==> config.mk <==
export PLATFORM = sky130hd
export DESIGN_NAME = trial_division_primality
export DESIGN_NICKNAME = d
export VERILOG_FILES = /design/src/hw/rtl/tdp_pkg.sv /design/src/hw/rtl/trial_division_primality.sv /design/src/hw/rtl/tdp_divider.sv
export SDC_FILE = /design/constraint.sdc
export NUM_CORES = 1
export LEC_CHECK = 0
export ABC_CLOCK_PERIOD_IN_PS = 6600
export BUFFER_PORTS_ARGS = -buffer_cell sky130_fd_sc_hd__buf_2
export CAP_MARGIN = 20
export CORE_MARGIN = 4
export CORE_UTILIZATION = 55
export DETAILED_ROUTE_END_ITERATION = 6
export GPL_TIMING_DRIVEN = 0
export PLACE_DENSITY = 0.74
export SETUP_SLACK_MARGIN = 0.05
export SLEW_MARGIN = 0
export SYNTH_ARGS = -nofsm -noshare
export SYNTH_HDL_FRONTEND = slang
export SYNTH_HIERARCHICAL = 1
export SYNTH_SLANG_ARGS = --single-unit
==> constraint.sdc <==
create_clock -name i_clk -period 6.6 [get_ports i_clk]
set_input_delay 0.99 -clock i_clk [delete_from_list [all_inputs] [get_ports i_clk]]
set_output_delay 0.99 -clock i_clk [all_outputs]
set_load 0.01 [all_outputs]
==> src/hw/rtl/tdp_pkg.sv <==
// Shared types and constants for the trial-division primality tester.
`default_nettype none
package tdp_pkg;

    localparam int VALUE_WIDTH_DEF = 32;

    // wheel constants
    localparam int SMALL_FIRST = 2;
    localparam int SMALL_LAST  = 7;
    localparam int SMALL_BOUND = 121;
    localparam int WHEEL_START = 11;
    localparam int PAIR_GAP    = 2;
    localparam int WHEEL_REST  = 4;

    typedef enum logic [1:0] {
        S_IDLE,
        S_START,
        S_WAIT,
        S_DONE
    } t_state;

    typedef enum logic [1:0] {
        PH_SMALL,
        PH_LO,
        PH_HI
    } t_phase;

endpackage
`default_nettype wire

==> src/hw/rtl/trial_division_primality.sv <==
// Top level: trial-division primality test on a 6k +/- 1 wheel.
//
// Channel   Dir  Signals                               Payload
// s_axis    in   s_axis_tvalid/tready/tdata            candidate (signed)
// m_axis    out  m_axis_tvalid/tready/tdata            is_prime
//
// Each remainder takes a start state, one quotient bit per cycle over VALUE_WIDTH-1 magnitude bits,
// and a done strobe. An item needs up to 5 + 2*k divisions, k pairs up to sqrt(candidate);
// negatives skip the divisions.
// One item is in work at a time; a new one is taken while the last result still waits.
// Reset is synchronous, active low, and clears control only.
`default_nettype none
module trial_division_primality #(
    parameter int VALUE_WIDTH = tdp_pkg::VALUE_WIDTH_DEF
) (
    input  wire logic                               i_clk,
    input  wire logic                               i_rst_n,
    input  wire logic                               s_axis_tvalid,
    output logic                                    s_axis_tready,
    // [VALUE_WIDTH-1:0] candidate, rest zero
    input  wire logic [((VALUE_WIDTH+7)/8)*8-1:0]   s_axis_tdata,
    output logic                                    m_axis_tvalid,
    input  wire logic                               m_axis_tready,
    // [0] is_prime, rest zero
    output logic [7:0]                              m_axis_tdata
);
    import tdp_pkg::*;

    localparam int N = VALUE_WIDTH - 1;

    t_state       r_state, n_state;
    t_phase       r_phase, n_phase;
    logic [N-1:0] r_n;
    logic [N-1:0] r_div, n_div;
    logic         r_neg;
    logic         r_res, n_res;
    logic         r_out_valid, n_out_valid;
    logic         r_out_bit, n_out_bit;

    logic         div_done;
    logic [N-1:0] div_quo;
    logic [N-1:0] div_rem;
    logic         rem_zero;
    logic         take_in;
    logic         out_free;

    assign take_in  = s_axis_tvalid && s_axis_tready;
    assign rem_zero = (div_rem == '0);
    assign out_free = !r_out_valid || m_axis_tready;

    tdp_divider #(.N(N)) u_div (
        .i_clk       (i_clk),
        .i_rst_n     (i_rst_n),
        .i_start     (r_state == S_START),
        .i_dividend  (r_n),
        .i_divisor   (r_div),
        .o_done      (div_done),
        .o_quotient  (div_quo),
        .o_remainder (div_rem)
    );

    // next state
    always_comb begin
        n_state = r_state;
        case (r_state)
            S_IDLE: begin
                if (take_in) begin
                    n_state = s_axis_tdata[VALUE_WIDTH-1] ? S_DONE : S_START;
                end
            end
            S_START: n_state = S_WAIT;
            S_WAIT: begin
                if (div_done) begin
                    case (r_phase)
                        PH_SMALL: begin
                            if (rem_zero || (r_div == N'(SMALL_LAST) &&
                                             r_n < N'(SMALL_BOUND))) begin
                                n_state = S_DONE;
                            end else begin
                                n_state = S_START;
                            end
                        end
                        PH_LO: begin
                            if (r_div > div_quo || rem_zero) begin
                                n_state = S_DONE;
                            end else begin
                                n_state = S_START;
                            end
                        end
                        PH_HI: n_state = rem_zero ? S_DONE : S_START;
                        default: n_state = S_DONE;
                    endcase
                end
            end
            S_DONE: begin
                if (out_free) begin
                    n_state = S_IDLE;
                end
            end
            default: n_state = S_IDLE;
        endcase
    end

    // datapath and outputs
    always_comb begin
        n_phase     = r_phase;
        n_div       = r_div;
        n_res       = r_res;
        n_out_valid = r_out_valid;
        n_out_bit   = r_out_bit;
        if (r_out_valid && m_axis_tready) begin
            n_out_valid = 1'b0;
        end
        case (r_state)
            S_IDLE: begin
                n_phase = PH_SMALL;
                n_div   = N'(SMALL_FIRST);
                n_res   = 1'b0;
            end
            S_WAIT: begin
                if (div_done) begin
                    case (r_phase)
                        PH_SMALL: begin
                            if (rem_zero) begin
                                n_res = (r_n == r_div);
                            end else if (r_div == N'(SMALL_LAST)) begin
                                n_res   = (r_n > N'(1));
                                n_div   = N'(WHEEL_START);
                                n_phase = PH_LO;
                            end else if (r_div == N'(SMALL_FIRST)) begin
                                n_div = r_div + N'(1);
                            end else begin
                                n_div = r_div + N'(PAIR_GAP);
                            end
                        end
                        PH_LO: begin
                            n_res   = !rem_zero;
                            n_div   = r_div + N'(PAIR_GAP);
                            n_phase = PH_HI;
                        end
                        PH_HI: begin
                            n_res   = !rem_zero;
                            n_div   = r_div + N'(WHEEL_REST);
                            n_phase = PH_LO;
                        end
                        default: n_res = 1'b0;
                    endcase
                end
            end
            S_DONE: begin
                if (out_free) begin
                    n_out_valid = 1'b1;
                    n_out_bit   = r_res && !r_neg;
                end
            end
            default: n_res = r_res;
        endcase
    end

    always_ff @(posedge i_clk) begin
        if (!i_rst_n) begin
            r_state     <= S_IDLE;
            r_out_valid <= 1'b0;
        end else begin
            r_state     <= n_state;
            r_out_valid <= n_out_valid;
        end
        r_phase   <= n_phase;
        r_div     <= n_div;
        r_res     <= n_res;
        r_out_bit <= n_out_bit;
        if (take_in) begin
            r_n   <= s_axis_tdata[N-1:0];
            r_neg <= s_axis_tdata[VALUE_WIDTH-1];
        end
    end

    assign s_axis_tready = (r_state == S_IDLE);
    assign m_axis_tvalid = r_out_valid;
    assign m_axis_tdata  = {7'b0, r_out_bit};

endmodule
`default_nettype wire

==> src/hw/rtl/tdp_divider.sv <==
// Bit-serial restoring divider: one quotient bit per cycle.
`default_nettype none
module tdp_divider #(
    parameter int N = 31
) (
    input  wire logic         i_clk,
    input  wire logic         i_rst_n,
    input  wire logic         i_start,
    input  wire logic [N-1:0] i_dividend,
    input  wire logic [N-1:0] i_divisor,
    output logic              o_done,
    output logic [N-1:0]      o_quotient,
    output logic [N-1:0]      o_remainder
);
    import tdp_pkg::*;

    localparam int CW = $clog2(N + 1);

    logic          r_busy, n_busy;
    logic          r_done, n_done;
    logic [CW-1:0] r_cnt, n_cnt;
    logic [N-1:0]  r_quo, n_quo;
    logic [N-1:0]  r_rem, n_rem;
    logic [N-1:0]  r_dsr, n_dsr;
    logic [N:0]    trial;
    logic [N:0]    diff;

    assign trial = {r_rem, r_quo[N-1]};
    assign diff  = trial - {1'b0, r_dsr};

    always_comb begin
        n_busy = r_busy;
        n_done = 1'b0;
        n_cnt  = r_cnt;
        n_quo  = r_quo;
        n_rem  = r_rem;
        n_dsr  = r_dsr;
        if (i_start) begin
            n_busy = 1'b1;
            n_cnt  = CW'(N);
            n_quo  = i_dividend;
            n_rem  = '0;
            n_dsr  = i_divisor;
        end else if (r_busy) begin
            if (!diff[N]) begin
                n_rem = diff[N-1:0];
                n_quo = {r_quo[N-2:0], 1'b1};
            end else begin
                n_rem = trial[N-1:0];
                n_quo = {r_quo[N-2:0], 1'b0};
            end
            n_cnt = r_cnt - 1'b1;
            if (r_cnt == CW'(1)) begin
                n_busy = 1'b0;
                n_done = 1'b1;
            end
        end
    end

    always_ff @(posedge i_clk) begin
        if (!i_rst_n) begin
            r_busy <= 1'b0;
            r_done <= 1'b0;
            r_cnt  <= '0;
        end else begin
            r_busy <= n_busy;
            r_done <= n_done;
            r_cnt  <= n_cnt;
        end
        r_quo <= n_quo;
        r_rem <= n_rem;
        r_dsr <= n_dsr;
    end

    assign o_done      = r_done;
    assign o_quotient  = r_quo;
    assign o_remainder = r_rem;

endmodule
`default_nettype wire
==> results.cfg, run 1 <==
[run_status]
status = finished clean

[cts]
cts-root-buf = clkbuf_16
cts_hold_buf = 0
cts_max_level = 4
path_clk_slew_ns = 0.07
cts_tree = built
cts_sinks = 170
cts_buffers = 17
post_cts_buffers = 0
clockBufferDepth = 2
clk_latency_ns = 0.43
post_cts.resized_instances = 0

[synth]
yosys.area_share.adder_pct = 8.09
async_reset_ff_share_pct = 0
ys_ff_latch = 170
synthMuxAreaShare_pct = 3.90
syn_area_per_cell_um2 = 9.44
synth_edf_count = 129
yosys.area_share.simple_pct = 18.8
synth_top_area_cell = edfxtp_1
yosys.area_share.xor_xnor_pct = 5.85
synth_top_family_by_area = simple AND/OR/NAND/NOR gates
netlist_instances = 1255
yosysWarnings = 6
synthesis.area_um2 = 11800
synth_compound_area_share_pct = 16.9
yosys.area.top_type_share_pct = 32.7
yosys-top-cells-area = edfxtp_1 33%, ha_1 7.9%, dfxtp_1 6.9%
synth_cell_type_count = 96
synth_ff_type = edfxtp_1
yosysSeqAreaShare_pct = 39.6

[hold_path]
hold_start = u_div/o_remainder[2]
hold_path_end = u_div/o_remainder[2]
hp-class = flop to flop
holdPathStages = 2

[timing]
drv_slew = 0
period_minus_slack_ns = 3.39
rsz0062_at_grt = no
layout_worst_path_cycle_share_pct = 51.4
finalClockSkew_ns = 0.00987
hold_violations = 0
maxSlewHeadroom_pct = 33.5
fin_hold_ws_ns = 0.508
tightest_slew_ns = 0.995
fmax_ghz = 0.295
setup_viol = 0
totalNegativeSetupSlack_ns = 0

[grt]
antenna_found_initial = 0
grt_use_met3_pct = 4.00
grt-ovfl-total = 0
grt_pass1_vias = 9550
use_met2_pct = 45.8
grt_pass1_wl_mm = 51.6
top_usage_layer = met2
grtUsageMet1_pct = 35.8
grtUsageTotal_pct = 27.5
grt_max_degree = 34

[drt]
vias = 10100
drtPass1Iterations = 6
post-route-drc-count = 0
ant_nets = 0
viasPerCell = 6.27
detail_route.wl_per_cell_um = 20.8
wl_mm = 33.4
drt_iter0_drc = 987

[setup_path]
crit_path_max_fanout = 24
arrival_ns = 3.52
reg2regPathDepth = 8
r2r_end = u_div/o_quotient[30]
r2r_slack_ns = 3.21
cp.required_ns = 6.73
criticalPathCategory = flop to flop
crit_path_end_kind = flop
start_kind = flop
startpoint = r_state[0]
r2r-start = r_state[0]

[floorplan]
rows = 53
core_area_um2 = 21100
die_h_um = 155
io_pins = 46
fp.dieArea_um2 = 24000
initial_core_util_pct = 56.2
fp.dieW_um = 155

[place]
place.gp.congestion = 0.953
io_buffers = 38
place_hpwl_mm = 25.7

[run]
maxCapViolations = 0

[finish]
final_common_cell = nand2_1
diodes = 0
drive_gt1_share_pct = 14.3
area_delta_synth_final_pct = 10.3
final_cell_mix = 132 x nand2_1, 129 x edfxtp_1, 99 x nor2_1
nets = 1433

[pwr]
ir_drop_v = 0.000204
power.leakage_nw = 5.04
power.density_nw_per_um2 = 392
-- worst max-delay path: stages, from the launching register on --
cell      delay, ns
dfxtp_1        0.35
clkbuf_1       0.37
nor2b_2        0.58
buf_8          0.26
clkbuf_1       0.41
nor2_1         0.11
clkbuf_1       0.31
inv_1          0.43
buf_16         0.23
-- worst max path at each step --
| stage | slack, ns | to | depth (start not counted) |
|---|---|---|---|
| floorplan | 2.88 | u_div/o_quotient[0] | 6 |
| global placement | 1.76 | u_div/o_quotient[24] | 6 |
| detailed placement | 3.22 | u_div/o_quotient[24] | 8 |
| CTS | 3.20 | u_div/o_quotient[30] | 8 |
| global route | 2.99 | u_div/o_remainder[27] | 12 |
| finish | 3.21 | u_div/o_quotient[30] | 8 |
-- cell families after synthesis --
family / after synthesis
other: 1
and+or+nand+nor: 426
adders and majority gates: 76
DFF: 170
xor gates and xnor gates: 77
muxes: 42
AOI/OAI and AO/OA: 296
buffers and inverters: 167
-- per-stage QoR --
step	instances	instance area (µm²)	power (W)	util, %	setup WS, ns
final	1609	13100	0.00512	62.0	3.21
after global routing	1609	13100	0.00543	62.0	2.99
after CTS	1609	13100	0.00507	62.0	3.20
after detailed placement	1577	12500	0.00408	59.3	3.22
after global placement	1574	12400	0.00402	58.8	1.76
after floorplan	1261	11900	0.00342	-	2.88
-- flip-flops by register name, indices dropped and copies added (netlist names) --
register and cells:
r_div 31, u_div/r_dsr 31, u_div/r_busy 1, r_neg 1, r_out_bit 1, u_div/o_quotient 31
r_state 2, m_axis_tvalid 1, u_div/o_done 1, r_res 1, u_div/o_remainder 31, r_n 31
u_div/r_cnt 5, r_phase 2
-- power by group --
part / internal (W) / total, W / switching, W / leakage [nW]
combinational: 0.000951 / 0.00245 / 0.00150 / 3.17
clock: 0.000556 / 0.000983 / 0.000426 / 0.275
sequential: 0.00142 / 0.00168 / 0.000256 / 1.60
total: 0.00293 / 0.00512 / 0.00219 / 5.04
-- cells in the mapped netlist, types with 17 or more instances --
master and count:
mux2_2 32, nand4_1 39, xnor2_1 53, o21ai_0 59, a311oi_1 20, nor4_1 23
buf_2 20, dfxtp_1 41, xor2_1 23, ha_1 75, nor3_1 31, nor2_1 100
inv_1 87, edfxtp_1 129, nand2_1 132, nand3_1 17, a21oi_1 77, clkbuf_1 32
-- final cells by class --
cell class,count,area [µm²]
Inverter,87,327
Sequential cell,170,4690
Fill cell,1782,8020
Tap cell,275,344
Clock buffer,17,425
Buffer,80,478
Timing Repair Buffer,41,260
Multi-Input combinational cell,924,6390
Clock inverter,15,146
-- metal layers --
metal,vias up,part of all wire (%)
li1,4744,-
met1,4765,40
met2,482,48
met3,101,7.4
met4,0,4.3
met5,-,0
Note: power is estimated with default switching activity, not from simulation.
==> run 2, diff against run 1 <==
Settings changed: ABC_CLOCK_PERIOD_IN_PS 6600 to 3500.
Clock period 6.6 ns to 3.5 ns, I/O delays scaled along.
==> run 2 against run 1 <==
Net effect:
- clock skew rose by 0.0027 ns
- total power is 90% higher
- largest cell class unchanged
- via count is 0.29% higher
==> results.cfg, run 2 (synthesis gave the netlist of run 1 again) <==
[setup_path]
reg2regPathDepth = 8
slowest_stage = inv_1
r2r_end = u_div/o_quotient[30]
cp.required_ns = 3.63
criticalPathCategory = flop to flop
crit_path_max_fanout = 24
start_kind = flop
path_buf_inv = 6
arrival_ns = 3.38
r2r_slack_ns = 0.25
crit_top_cell = clkbuf_1
crit_family = buffers and inverters
startpoint = r_state[0]
r2r-start = r_state[0]
crit_cells = 8
path_cells = clkbuf_1, nor2b_4, buf_8, clkbuf_1, nor2_1, clkbuf_1, inv_1, buf_16
endpoint = u_div/o_quotient[30]
crit_path_end_kind = flop
max_stage_delay_ns = 0.44

[finish]
area_delta_synth_final_pct = 10.7
final_area_um2 = 13100
nets = 1436
diodes = 0
drive_gt1_share_pct = 14.5
final_cell_mix = 132 x nand2_1, 129 x edfxtp_1, 99 x nor2_1
final_common_cell = nand2_1

[floorplan]
fp.dieArea_um2 = 24000
io_pins = 46
fp.dieW_um = 155
core_area_um2 = 21100
die_h_um = 155
initial_core_util_pct = 56.2
rows = 53

[timing]
period_minus_slack_ns = 3.25
fin_hold_ws_ns = 0.269
setup_viol = 0
finalClockSkew_ns = 0.0125
layout_worst_path_cycle_share_pct = 92.8
drv_slew = 0
tightest_slew_ns = 0.979
fin_ws_ns = 0.250
hold_violations = 0
maxSlewHeadroom_pct = 34.5
fmax_ghz = 0.308
rsz0062_at_grt = no

[hold_path]
hp-class = primary input to flop
holdPathStages = 1

[drt]
routed.top_layer = met4
vias = 10100
post-route-drc-count = 0
wl_met1_mm = 13.7
drtPass1Iterations = 5
wl_met3_mm = 2.31
detail_route.wl_per_cell_um = 20.8
wl_met2_mm = 16.1
viasPerCell = 6.28
wl_mm = 33.5
drt_iter0_drc = 974
ant_nets = 0

[pwr]
ir_drop_v = 0.000385
power.density_nw_per_um2 = 742
power.leakage_nw = 5.09

[grt]
grt_pass1_vias = 9660
grt_pass1_wl_mm = 52.1
grt_max_degree = 34
grt-ovfl-total = 0
grtUsageTotal_pct = 27.7
antenna_found_initial = 0

[cts]
cts_sinks = 170
clk_latency_ns = 0.43
cts-root-buf = clkbuf_16
cts_buffers = 17
clockBufferDepth = 2
cts_hold_buf = 0
cts_max_level = 4
cts_tree = built
path_clk_slew_ns = 0.07

[place]
dpl-instance-area_um2 = 12500
place.gp.congestion = 0.978
place_hpwl_mm = 25.8
dp_worst_setup_slack_ns = 0.134
io_buffers = 38

[run_status]
status = finished clean

[run]
maxCapViolations = 0
==> run 2: cell count changes in the layout (fill, tap and decap cells not counted), sizes merged <==
cell,previous run,this run
clkbuf,57,64
clkinv,6,2
buf,81,84
clkinvlp,3,0
bufinv,2,0
inv,91,93
==> run 2: power by group <==
group | switching (W) | total (W) | internal, W
logic | 0.00285 | 0.00469 | 0.00184
clock network | 0.000781 | 0.00188 | 0.00110
registers | 0.000483 | 0.00317 | 0.00268
total | 0.00411 | 0.00973 | 0.00561
==> run 2: how the worst min path moves through the flow <==
stage / startpoint / endpoint / slack [ns]
5_1_grt: s_axis_tdata[26] / r_n[26] / 0.25
4_1_cts: s_axis_tdata[19] / r_n[19] / 0.26
3_3_place_gp: u_div/o_remainder[13] / u_div/o_remainder[13] / 0.49
2_1_floorplan: r_div[11] / u_div/r_dsr[11] / 0.45
3_5_place_dp: u_div/o_remainder[19] / u_div/o_remainder[19] / 0.50
6_report: s_axis_tdata[12] / r_n[12] / 0.27
==> run 2: worst register-to-register path, stage by stage (launching register included) <==
cell	delay, ns
dfxtp_1	0.35
clkbuf_1	0.38
nor2b_4	0.42
buf_8	0.25
clkbuf_1	0.44
nor2_1	0.12
clkbuf_1	0.30
inv_1	0.44
buf_16	0.23
==> run 2: per-layer routing <==
layer | up-vias | global-route usage [%]
met3 | 98 | 3.50
met1 | 4803 | 35.7
met2 | 463 | 46.8
li1 | 4757 | -
met4 | 0 | 12.3
met5 | - | 0
==> run 2: area by class of cell <==
type	count	area, µm²
Multi-Input combinational cell	924	6400
Inverter	87	327
Timing Repair Buffer	44	283
Buffer	80	478
Fill cell	1755	7970
Tap cell	275	344
Sequential cell	170	4690
Clock buffer	24	546
Clock inverter	8	50.0
==> run 2: stage by stage <==
step	setup TNS [ns]	instances	total power, W	util [%]
floorplan	0	1261	0.00645	-
global placement	-49.87	1574	0.00759	58.8
detailed placement	0	1577	0.00769	59.3
CTS	0	1609	0.00959	62.1
global route	0	1612	0.0103	62.2
finish	0	1612	0.00973	62.2
==> run 2: repair_timing <==
action,in CTS,in global routing
hold endpoints to repair,0,0
setup endpoints to repair,0,38
setup buffers,0,3
gates resized for setup,0,3
==> run 3, diff against run 2 <==
Settings changed: GPL_TIMING_DRIVEN 0 to not set.
==> run 3 against run 2 <==
Net effect:
- core utilization fell by 1.9 points
- sequential share of layout area up 1.1 points
- wire length decreased by 7.3%
- fmax grew 3.3%
- largest cell class unchanged
- highest routed layer unchanged
==> results.cfg, run 3 (synthesis gave the netlist of run 1 again) <==
[grt]
grt_pass1_wl_mm = 49.4
grtUsageTotal_pct = 25.8
grt_pass1_vias = 9508
grt-ovfl-total = 0
antenna_found_initial = 0
grt_max_degree = 95

[timing]
totalNegativeSetupSlack_ns = 0
fmax_ghz = 0.318
hold_violations = 0
finalClockSkew_ns = 0.0116
period_minus_slack_ns = 3.15
layout_worst_path_cycle_share_pct = 89.9
drv_slew = 0
fin_hold_ws_ns = 0.272
setup_viol = 0
tightest_slew_ns = 1.06
maxSlewHeadroom_pct = 29.2
rsz0062_at_grt = no

[cts]
cts-root-buf = clkbuf_16
cts_buffers = 17
cts_sinks = 170
cts_hold_buf = 0
clk_latency_ns = 0.43
clockBufferDepth = 2
cts_max_level = 4
post_cts_buffers = 0
post_cts.resized_instances = 0
path_clk_slew_ns = 0.07
cts_tree = built

[hold_path]
hp-class = primary input to flop

[place]
place.gp.congestion = 0.967
place_inst = 1517
io_buffers = 38
dpl-instance-area_um2 = 12100
place_hpwl_mm = 22.5

[pwr]
ir_drop_v = 0.000383
power.leakage_nw = 4.85
power.density_nw_per_um2 = 742

[finish]
final_area_um2 = 12700
final_cell_mix = 132 x nand2_1, 129 x edfxtp_1, 99 x nor2_1
drive_gt1_share_pct = 13.0
nets = 1373
final_cells = 1549
area_delta_synth_final_pct = 7.31
diodes = 0
final_util_pct = 60.3
final_common_cell = nand2_1
nFillCells = 1781

[drt]
vias = 9712
wl_mm = 31.1
post-route-drc-count = 0
detail_route.wl_per_cell_um = 20.1
viasPerCell = 6.27
drtPass1Iterations = 6
ant_nets = 0
drt_iter0_drc = 904

[setup_path]
criticalPathCategory = flop to flop
start_kind = flop
crit_path_max_fanout = 4
arrival_ns = 3.48
crit_path_end_kind = flop
cp.required_ns = 3.83
r2r_slack_ns = 0.35

[floorplan]
core_area_um2 = 21100
fp.dieW_um = 155
die_h_um = 155
io_pins = 46
rows = 53
initial_core_util_pct = 56.2
fp.dieArea_um2 = 24000

[run_status]
status = finished clean

[run]
maxCapViolations = 0
==> run 3: final cells by class <==
type / instances / area [µm²] / share of cell area, %
Clock buffer: 18 / 429 / 3.38
Sequential cell: 170 / 4690 / 36.9
Inverter: 87 / 327 / 2.57
Tap cell: 275 / 344 / 2.71
Multi-Input combinational cell: 924 / 6400 / 50.3
Timing Repair Buffer: 61 / 375 / 2.95
Clock inverter: 14 / 146 / 1.15
==> run 3: metal layers <==
metal / vias up / global-route usage, % / routed length, µm / share of wire [%]
met1: 4577 / 32.8 / 12500 / 40
li1: 4619 / - / - / -
met3: 88 / 5.04 / 2410 / 7.8
met2: 428 / 42.9 / 14900 / 48
met4: 0 / 11.4 / 1290 / 4.2
met5: - / 0 / 0 / 0
==> run 3: critical path, cell delays in order, from the launching register on <==
cell and delay, ns:
edfxtp_1 0.41, inv_1 0.08, ha_1 0.17, fa_1 0.22, nor2b_1 0.07, o31a_1 0.28, o21ai_0 0.43, o21bai_1 0.17
a21boi_0 0.41, o211ai_1 0.13, o21ai_0 0.10, mux2_2 0.35, a311oi_1 0.25
==> run 3: final timing paths <==
kind | endpoint | depth (start not counted) | from
setup / recovery | u_div/o_remainder[18] | 12 | u_div/o_quotient[30]
hold / removal | r_n[25] | 1 | s_axis_tdata[25]
setup reg to reg | u_div/o_remainder[18] | 12 | u_div/o_quotient[30]
hold reg to reg | u_div/o_remainder[13] | 2 | u_div/o_remainder[13]
==> run 3: metrics by stage <==
step / total power, W / setup WS (ns)
3_3_place_gp: 0.00738 / 0.516
6_report: 0.00943 / 0.354
5_1_grt: 0.0100 / 0.136
2_1_floorplan: 0.00645 / 0.196
4_1_cts: 0.00938 / 0.353
3_5_place_dp: 0.00746 / 0.371
==> run 3: where the power goes <==
part	leakage, nW	switching (W)	internal (W)
Clock	0.274	0.000829	0.00106
Sequential	1.60	0.000662	0.00269
Combinational	2.98	0.00249	0.00170
